==> config.mk <==
export PLATFORM = sky130hd
export DESIGN_NAME = crs_classify
export DESIGN_NICKNAME = d
export VERILOG_FILES = /design/src/sv/assert_macros.svh /design/src/sv/crs_pkg.sv /design/src/sv/crs_classify.sv
export SDC_FILE = /design/constraint.sdc
export NUM_CORES = 2
export LEC_CHECK = 0
export ABC_AREA = 1
export BUFFER_PORTS_ARGS = -buffer_cell sky130_fd_sc_hd__buf_2
export CAP_MARGIN = 20
export CELL_PAD_IN_SITES_DETAIL_PLACEMENT = 0
export CELL_PAD_IN_SITES_GLOBAL_PLACEMENT = 1
export CORE_MARGIN = 2
export CORE_UTILIZATION = 54
export DETAILED_ROUTE_END_ITERATION = 10
export PLACE_DENSITY = 0.95
export SLEW_MARGIN = 15
export SYNTH_ARGS = -nofsm -noshare
export SYNTH_HDL_FRONTEND = slang
export SYNTH_SLANG_ARGS = --single-unit
==> constraint.sdc <==
create_clock -name clk -period 20.9 [get_ports clk]
set_input_delay 1.045 -clock clk [delete_from_list [all_inputs] [get_ports clk]]
set_output_delay 1.045 -clock clk [all_outputs]
set_load 0.01 [all_outputs]
==> src/sv/assert_macros.svh <==
// assertion macros for the composition rejection sampler
// expects signals named clk and rst_n in the including scope
`ifndef ASSERT_MACROS_SVH
`define ASSERT_MACROS_SVH
`ifndef SYNTHESIS
`define CRS_ASSERT(label, expr) \
  label: assert property (@(posedge clk) disable iff (!rst_n) (expr)) \
    else $error("assertion failed");
`define CRS_ASSERT_IMP(label, ante, cons) \
  label: assert property (@(posedge clk) disable iff (!rst_n) (ante) |-> (cons)) \
    else $error("assertion failed");
`define CRS_ASSERT_NEXT(label, ante, cons) \
  label: assert property (@(posedge clk) disable iff (!rst_n) (ante) |=> (cons)) \
    else $error("assertion failed");
`else
`define CRS_ASSERT(label, expr)
`define CRS_ASSERT_IMP(label, ante, cons)
`define CRS_ASSERT_NEXT(label, ante, cons)
`endif
`endif

==> src/sv/crs_pkg.sv <==
// shared types, constants and helpers for the composition rejection sampler
// no dependencies
`default_nettype none
package crs_pkg;
  localparam int MAX_ELEMENTS = 1024;
  localparam int MAX_GROUPS   = 32;
  localparam int GROUP_SLOTS  = MAX_GROUPS + 1;
  localparam int LIST_DEPTH   = GROUP_SLOTS * MAX_ELEMENTS;

  localparam logic [5:0] ZERO_GROUP = 6'd32;

  typedef enum logic [1:0] {
    CMD_CLEAR  = 2'd0,
    CMD_APPEND = 2'd1,
    CMD_ALTER  = 2'd2,
    CMD_SAMPLE = 2'd3
  } cmd_t;

  typedef enum logic [1:0] {
    STAT_OK    = 2'd0,
    STAT_BAD   = 2'd1,
    STAT_EMPTY = 2'd2
  } status_t;

  typedef enum logic [2:0] {
    REG_LOG_MODE      = 3'd0,
    REG_LOW_BOUND     = 3'd1,
    REG_HIGH_BOUND    = 3'd2,
    REG_GROUP_TOTAL   = 3'd3,
    REG_BIN_WIDTH     = 3'd4,
    REG_INV_BIN_SCALE = 3'd5
  } reg_idx_t;

  typedef enum logic [3:0] {
    S_IDLE, S_CLS1, S_CLS2, S_CLS3, S_RM_RD, S_RM_LST, S_RM_WR, S_GRD, S_GWR,
    S_THR, S_SCAN, S_IDX, S_LRD, S_LDAT, S_WDAT, S_DONE
  } state_t;

  typedef struct packed {
    logic        log_mode;
    logic [31:0] low_bound;
    logic [31:0] high_bound;
    logic [5:0]  group_total;
    logic [31:0] bin_width;
    logic [47:0] inv_bin_scale;
  } cfg_t;

  typedef struct packed {
    logic [10:0] count;
    logic [47:0] sum;
  } grp_t;

  function automatic logic [4:0] last_group(input logic [5:0] total);
    logic [4:0] r;
    if (total == 6'd0) r = 5'd0;
    else if (total > 6'(MAX_GROUPS)) r = 5'(MAX_GROUPS - 1);
    else r = 5'(total - 6'd1);
    return r;
  endfunction
endpackage
`default_nettype wire

==> src/sv/crs_classify.sv <==
// weight to group mapping, log bins by shifted compares or linear bins through
// a two-stage reciprocal multiply; depends on crs_pkg
`default_nettype none
module crs_classify (
  input  logic          clk,
  input  logic [31:0]   weight,
  input  crs_pkg::cfg_t cfg,
  output logic [5:0]    group
);
  logic [31:0] diff;
  logic [31:0] diff_r;
  logic [63:0] p_lo_r;
  logic [48:0] q_r;
  logic [31:0] below;
  logic [5:0]  below_cnt;
  logic [4:0]  last;
  logic [5:0]  log_group;
  logic [5:0]  lin_group;

  assign diff = weight - cfg.low_bound;

  always_ff @(posedge clk) begin
    diff_r <= diff;
    p_lo_r <= 64'(diff) * 64'(cfg.inv_bin_scale[31:0]);
    q_r    <= 49'(48'(diff_r) * 48'(cfg.inv_bin_scale[47:32])) + 49'(p_lo_r[63:32]);
  end

  // w << (k+1) grows with k, so the set bits form a prefix
  always_comb begin
    for (int k = 0; k < 32; k++) begin
      below[k] = ((64'(weight) << (k + 1)) < 64'(cfg.high_bound));
    end
  end

  assign below_cnt = 6'($countones(below));
  assign last      = crs_pkg::last_group(cfg.group_total);
  assign log_group = (below_cnt > {1'b0, last}) ? {1'b0, last} : below_cnt;

  always_comb begin
    if (weight < cfg.low_bound) begin
      lin_group = 6'd0;
    end else if (q_r > 49'(last)) begin
      lin_group = {1'b0, last};
    end else begin
      lin_group = {1'b0, q_r[4:0]};
    end
  end

  assign group = (weight == 32'd0) ? crs_pkg::ZERO_GROUP :
                 (cfg.log_mode ? log_group : lin_group);
endmodule
`default_nettype wire

* Yosys cells after proc, flatten, opt, wreduce, memory -nomap -nowiden
Index checks and enable logic that the tools add are counted.
** Word-level totals
- Input bits :: 184
- Flip-flop bits (word level) :: 145
** Cells by class
- Add/sub/neg operators :: 34
- Multiplexer cells :: 7
- Reduce and logical (&&, ||, !) cells :: 2
- Multiply operators :: 2
- Magnitude comparators :: 36
** Operators by type and width (count)
- adder 6 bit :: 15
- less-than comparator 64 x 32 -> 1 bit :: 1
- multiplier 32 x 32 -> 64 bit :: 1
- less-than comparator 63 x 32 -> 1 bit :: 1
- less-than comparator 62 x 32 -> 1 bit :: 1
- less-than comparator 61 x 32 -> 1 bit :: 1
- less-than comparator 60 x 32 -> 1 bit :: 1
- less-than comparator 59 x 32 -> 1 bit :: 1
- less-than comparator 58 x 32 -> 1 bit :: 1
- less-than comparator 57 x 32 -> 1 bit :: 1
- less-than comparator 56 x 32 -> 1 bit :: 1
- less-than comparator 55 x 32 -> 1 bit :: 1
- less-than comparator 54 x 32 -> 1 bit :: 1
- less-than comparator 53 x 32 -> 1 bit :: 1
- less-than comparator 52 x 32 -> 1 bit :: 1
- less-than comparator 51 x 32 -> 1 bit :: 1
- less-than comparator 50 x 32 -> 1 bit :: 1
- adder 48 x 32 -> 49 bit :: 1
- > comparator 49 x 5 -> 1 bit :: 1
- less-than comparator 49 x 32 -> 1 bit :: 1
- less-than comparator 48 x 32 -> 1 bit :: 1
- multiplier 32 x 16 -> 48 bit :: 1
- less-than comparator 47 x 32 -> 1 bit :: 1
- less-than comparator 46 x 32 -> 1 bit :: 1
- 23 further kinds :: 43

* Longest topological paths before layout
- Depth after elaboration :: 10
- Mapped depth :: 43
- Gate-level depth less buffers :: 42

* Worst setup path before layout
OpenSTA, ideal clock, no wires.
- Path type :: input to register
- Start :: input port weight[0]
- End :: register p_lo_r[39]
- Path buffers :: 1
- Stages on the path :: 37
- Arrival :: 8.347 ns
- Setup slack :: 12.436 ns
- Path through :: inv_1 ha_1 fa_1 inv_1 nand3_1 nand2_1 nand2_1 nand2_1 xor2_1 inv_1 clkbuf_1 nor2_1 fa_1 fa_1 inv_1 fa_1 inv_1 fa_1 inv_1 fa_1 inv_1 fa_1 fa_1 inv_1 fa_1 inv_1 ha_1 nand2_1 nor2_1 inv_1 nor2_1 inv_1 nor2_1 a21boi_0 nor2_1 nand2_1 nand2_1
** Between the ends
- Longest elaborated chain between the ends :: 2
** RTL lines
- start: declaration :: RTL line crs_classify.sv:6 : input logic [31:0] weight,
- subtractor 32 bit :: RTL line crs_classify.sv:20 : assign diff = weight - cfg.low_bound;
- multiplier 32 x 32 -> 64 bit :: RTL line crs_classify.sv:24 : p_lo_r <= 64'(diff) * 64'(cfg.inv_bin_scale[31:0]);
- end signal: assignment :: RTL line crs_classify.sv:24
- end: declaration :: RTL line crs_classify.sv:12 : logic [63:0] p_lo_r;
No other way between the ends.

* Final worst setup path
- Start :: input port weight[0]
- End :: register p_lo_r[55]
The elaborated chain is that of the path after synthesis.

==> results.json <==
{
  "synth-edff-count": 0,
  "die_h_microns": 363,
  "clockRootBuffer": "clkbuf_16",
  "crit_required_ns": 21.23,
  "cts_hold_buffers": 0,
  "grt_antenna_before_repair": 17,
  "synth_top_area_share": 0.396,
  "setup_tns_ns": 0,
  "ys_ff_latch": 113,
  "io_buffers": 157,
  "coreArea_sq_mm": 0.128,
  "final_nets": 11552,
  "cts_setup_buffers": 0,
  "max_freq_mhz": 91.9,
  "postSynthCellCount": 9084,
  "setup_violations": 0,
  "hold_viol_final": 0,
  "avgSynthCellArea_sq_um": 7.65,
  "min_path_type": "reg -> reg",
  "grt_max_degree": 35,
  "busiest_layer": "met2",
  "cp_common_cell": "fa_1",
  "synth_ff_type": "dfxtp_1",
  "final_antenna_net_count": 0,
  "period_share": 0.520,
  "areaGrowthSynthToFinish_pct": 4.14,
  "use_met2": 0.576,
  "use_met3": 0.0654,
  "outcome": "complete, no violations",
  "drv_slew": 0,
  "start_util": 0.544,
  "syn-num-nets": 11591,
  "crit_slowest_cell": "inv_2",
  "synth_cell_types": 60,
  "drtIter0Drc": 4561,
  "vias_per_cell": 5.67,
  "dieArea_sq_mm": 0.132,
  "clock_path_buffers": 2,
  "async_flop_share": 0,
  "syn-cell-area_sq_mm": 0.0695,
  "ys_warn_count": 0,
  "numClockSinks": 113,
  "synth_seq_area_share": 0.0326,
  "endpoint_kind": "flop",
  "synth.largest_area_cell": "fa_1",
  "layout-drive-gt1-share": 0.0379,
  "firstDrtPassIters": 8,
  "period_needed_ns": 10.88,
  "cp.arrival_ns": 11.21,
  "yosys-top-cells-area": "fa_1, ha_1, inv_1, nand2_1, nor2_1",
  "wirelength_mm": 227,
  "cts_resized": 0,
  "grt_pass1_wl_mm": 359,
  "cap_violations": 0,
  "cts_tree": "done",
  "rows": 131,
  "htreeDepth": 4,
  "rsz0062_at_grt": "false",
  "route.detailed.drc": 0,
  "path_max_fanout": 32,
  "grt_usage": 0.353,
  "clk_pin_slew_worst_paths_ns": 0.06,
  "start_kind": "input port",
  "die_x_microns": 363,
  "worst-setup-path-type": "in -> reg",
  "cts_buffers": 17,
  "first_global_vias": 64345,
  "wl_per_cell_microns": 21.1,
  "worst_pin_slew_ns": 1.24,
  "critical_path.max_stage_delay_ns": 0.76,
  "skew_ns": 0.0101,
  "use_met1": 0.448,
  "vias": 60889,
  "clkLatencyLatePin_ns": 0.44,
  "slew_headroom": 0.170,
  "io-pin-count": 190,
  "hpwl_mm": 180,
  "gp_congestion": 0.989,
  "globalRouteOverflowTotal": 0
}
==> cells by family after synthesis <==
kind of cell / count (synthesis) / share of synthesized area
flip-flops: 113 / 0.0326
AND/OR/NAND/NOR: 3430 / 0.201
AO/OA/AOI/OAI: 776 / 0.0614
XOR/XNOR: 52 / 0.00656
adder cells (fa/ha/maj): 2323 / 0.567
buffers and inverters: 2390 / 0.132
==> placed cells by master, fill, tap and decap left out, drive strengths merged, types with 18 or more instances in the layout <==
master,synthesis,routed
nor4,30,30
clkbuf,216,18
dfxtp,113,113
o21ai,199,199
buf,64,222
inv,2091,2094
ha,950,950
nand4,78,78
o21a,18,18
xor2,37,37
o21bai,25,25
a21oi,433,433
nand3,279,279
fa,1373,1373
nor3,88,88
clkinv,19,24
nor2,1060,1060
nand2,1847,1847
or2,19,19
==> critical path, delay by kind of cell <==
kind	cells	cell delay, ns
compound gates	6	1.55
simple gates	11	1.54
buf+inv	9	1.79
fa+ha+maj	11	5.22
==> worst paths after layout <==
path | start | to | slack (ns) | depth (start not counted)
max | weight[0] | p_lo_r[55] | 10.02 | 37
min | p_lo_r[32] | q_r[0] | 0.51 | 1
max reg2reg | diff_r[24] | q_r[45] | 14.36 | 18
min reg2reg | p_lo_r[32] | q_r[0] | 0.51 | 1
==> cells in the mapped netlist (4+ instances only) <==
master and instances:
nor3b_1 4, clkinv_1 19, clkbuf_1 216, inv_2 13
xor2_1 37, o21ai_1 5, o21ai_0 193, nand2_4 5
or2_1 9, buf_6 10, dfxtp_1 113, inv_1 2076
nand3_1 276, nor4_1 30, ha_1 950, o31ai_1 9
nand2_2 25, buf_2 39, o21a_1 18, a21boi_0 13
nand2_1 1817, o221ai_1 4, nor3_1 87, fa_1 1373
a21oi_1 431, a211oi_1 15, o21bai_1 25, a21o_1 15
nor2_2 16, buf_4 12, or2_2 10, a31oi_1 13
nand3b_1 15, xnor2_1 15, nor2_1 1041, nand4_1 78
o211ai_1 16
==> state kept, by name (all words and copies together), names as in the netlist <==
signal and cells:
diff_r 32, q_r 49, p_lo_r 32
==> through the flow <==
| stage | utilization | hold WS (ns) | area, sq um | cells | worst slack, ns |
|---|---|---|---|---|---|
| floorplan | - | 0.432 | 69500 | 9084 | 12.44 |
| global placement | 0.561 | 0.528 | 71600 | 10685 | 9.90 |
| detailed placement | 0.561 | 0.492 | 71700 | 10687 | 9.83 |
| CTS | 0.566 | 0.524 | 72300 | 10719 | 10.28 |
| global route | 0.566 | 0.542 | 72300 | 10726 | 9.73 |
| finish | 0.567 | 0.509 | 72300 | 10733 | 10.02 |
==> per-layer routing <==
metal  routed length, microns  part of all wire
met3                    20000             0.088
met2                   104000              0.46
met5                       58           0.00026
met1                    89000              0.39
met4                    14200             0.063
==> cell type report <==
cell class / count / area (sq um)
repair buffers: 222 / 1330
multi-input cells: 6581 / 58100
fillers: 12006 / 55300
clock inverters: 14 / 179
diodes: 13 / 32.5
clock buffers: 18 / 439
well taps: 1662 / 2080
inverters: 2110 / 7930
flip-flops and latches: 113 / 2260
Power is left out: the tool's default activity adds up to more than one toggle a clock period on the data nets, which glitch-free logic cannot reach.
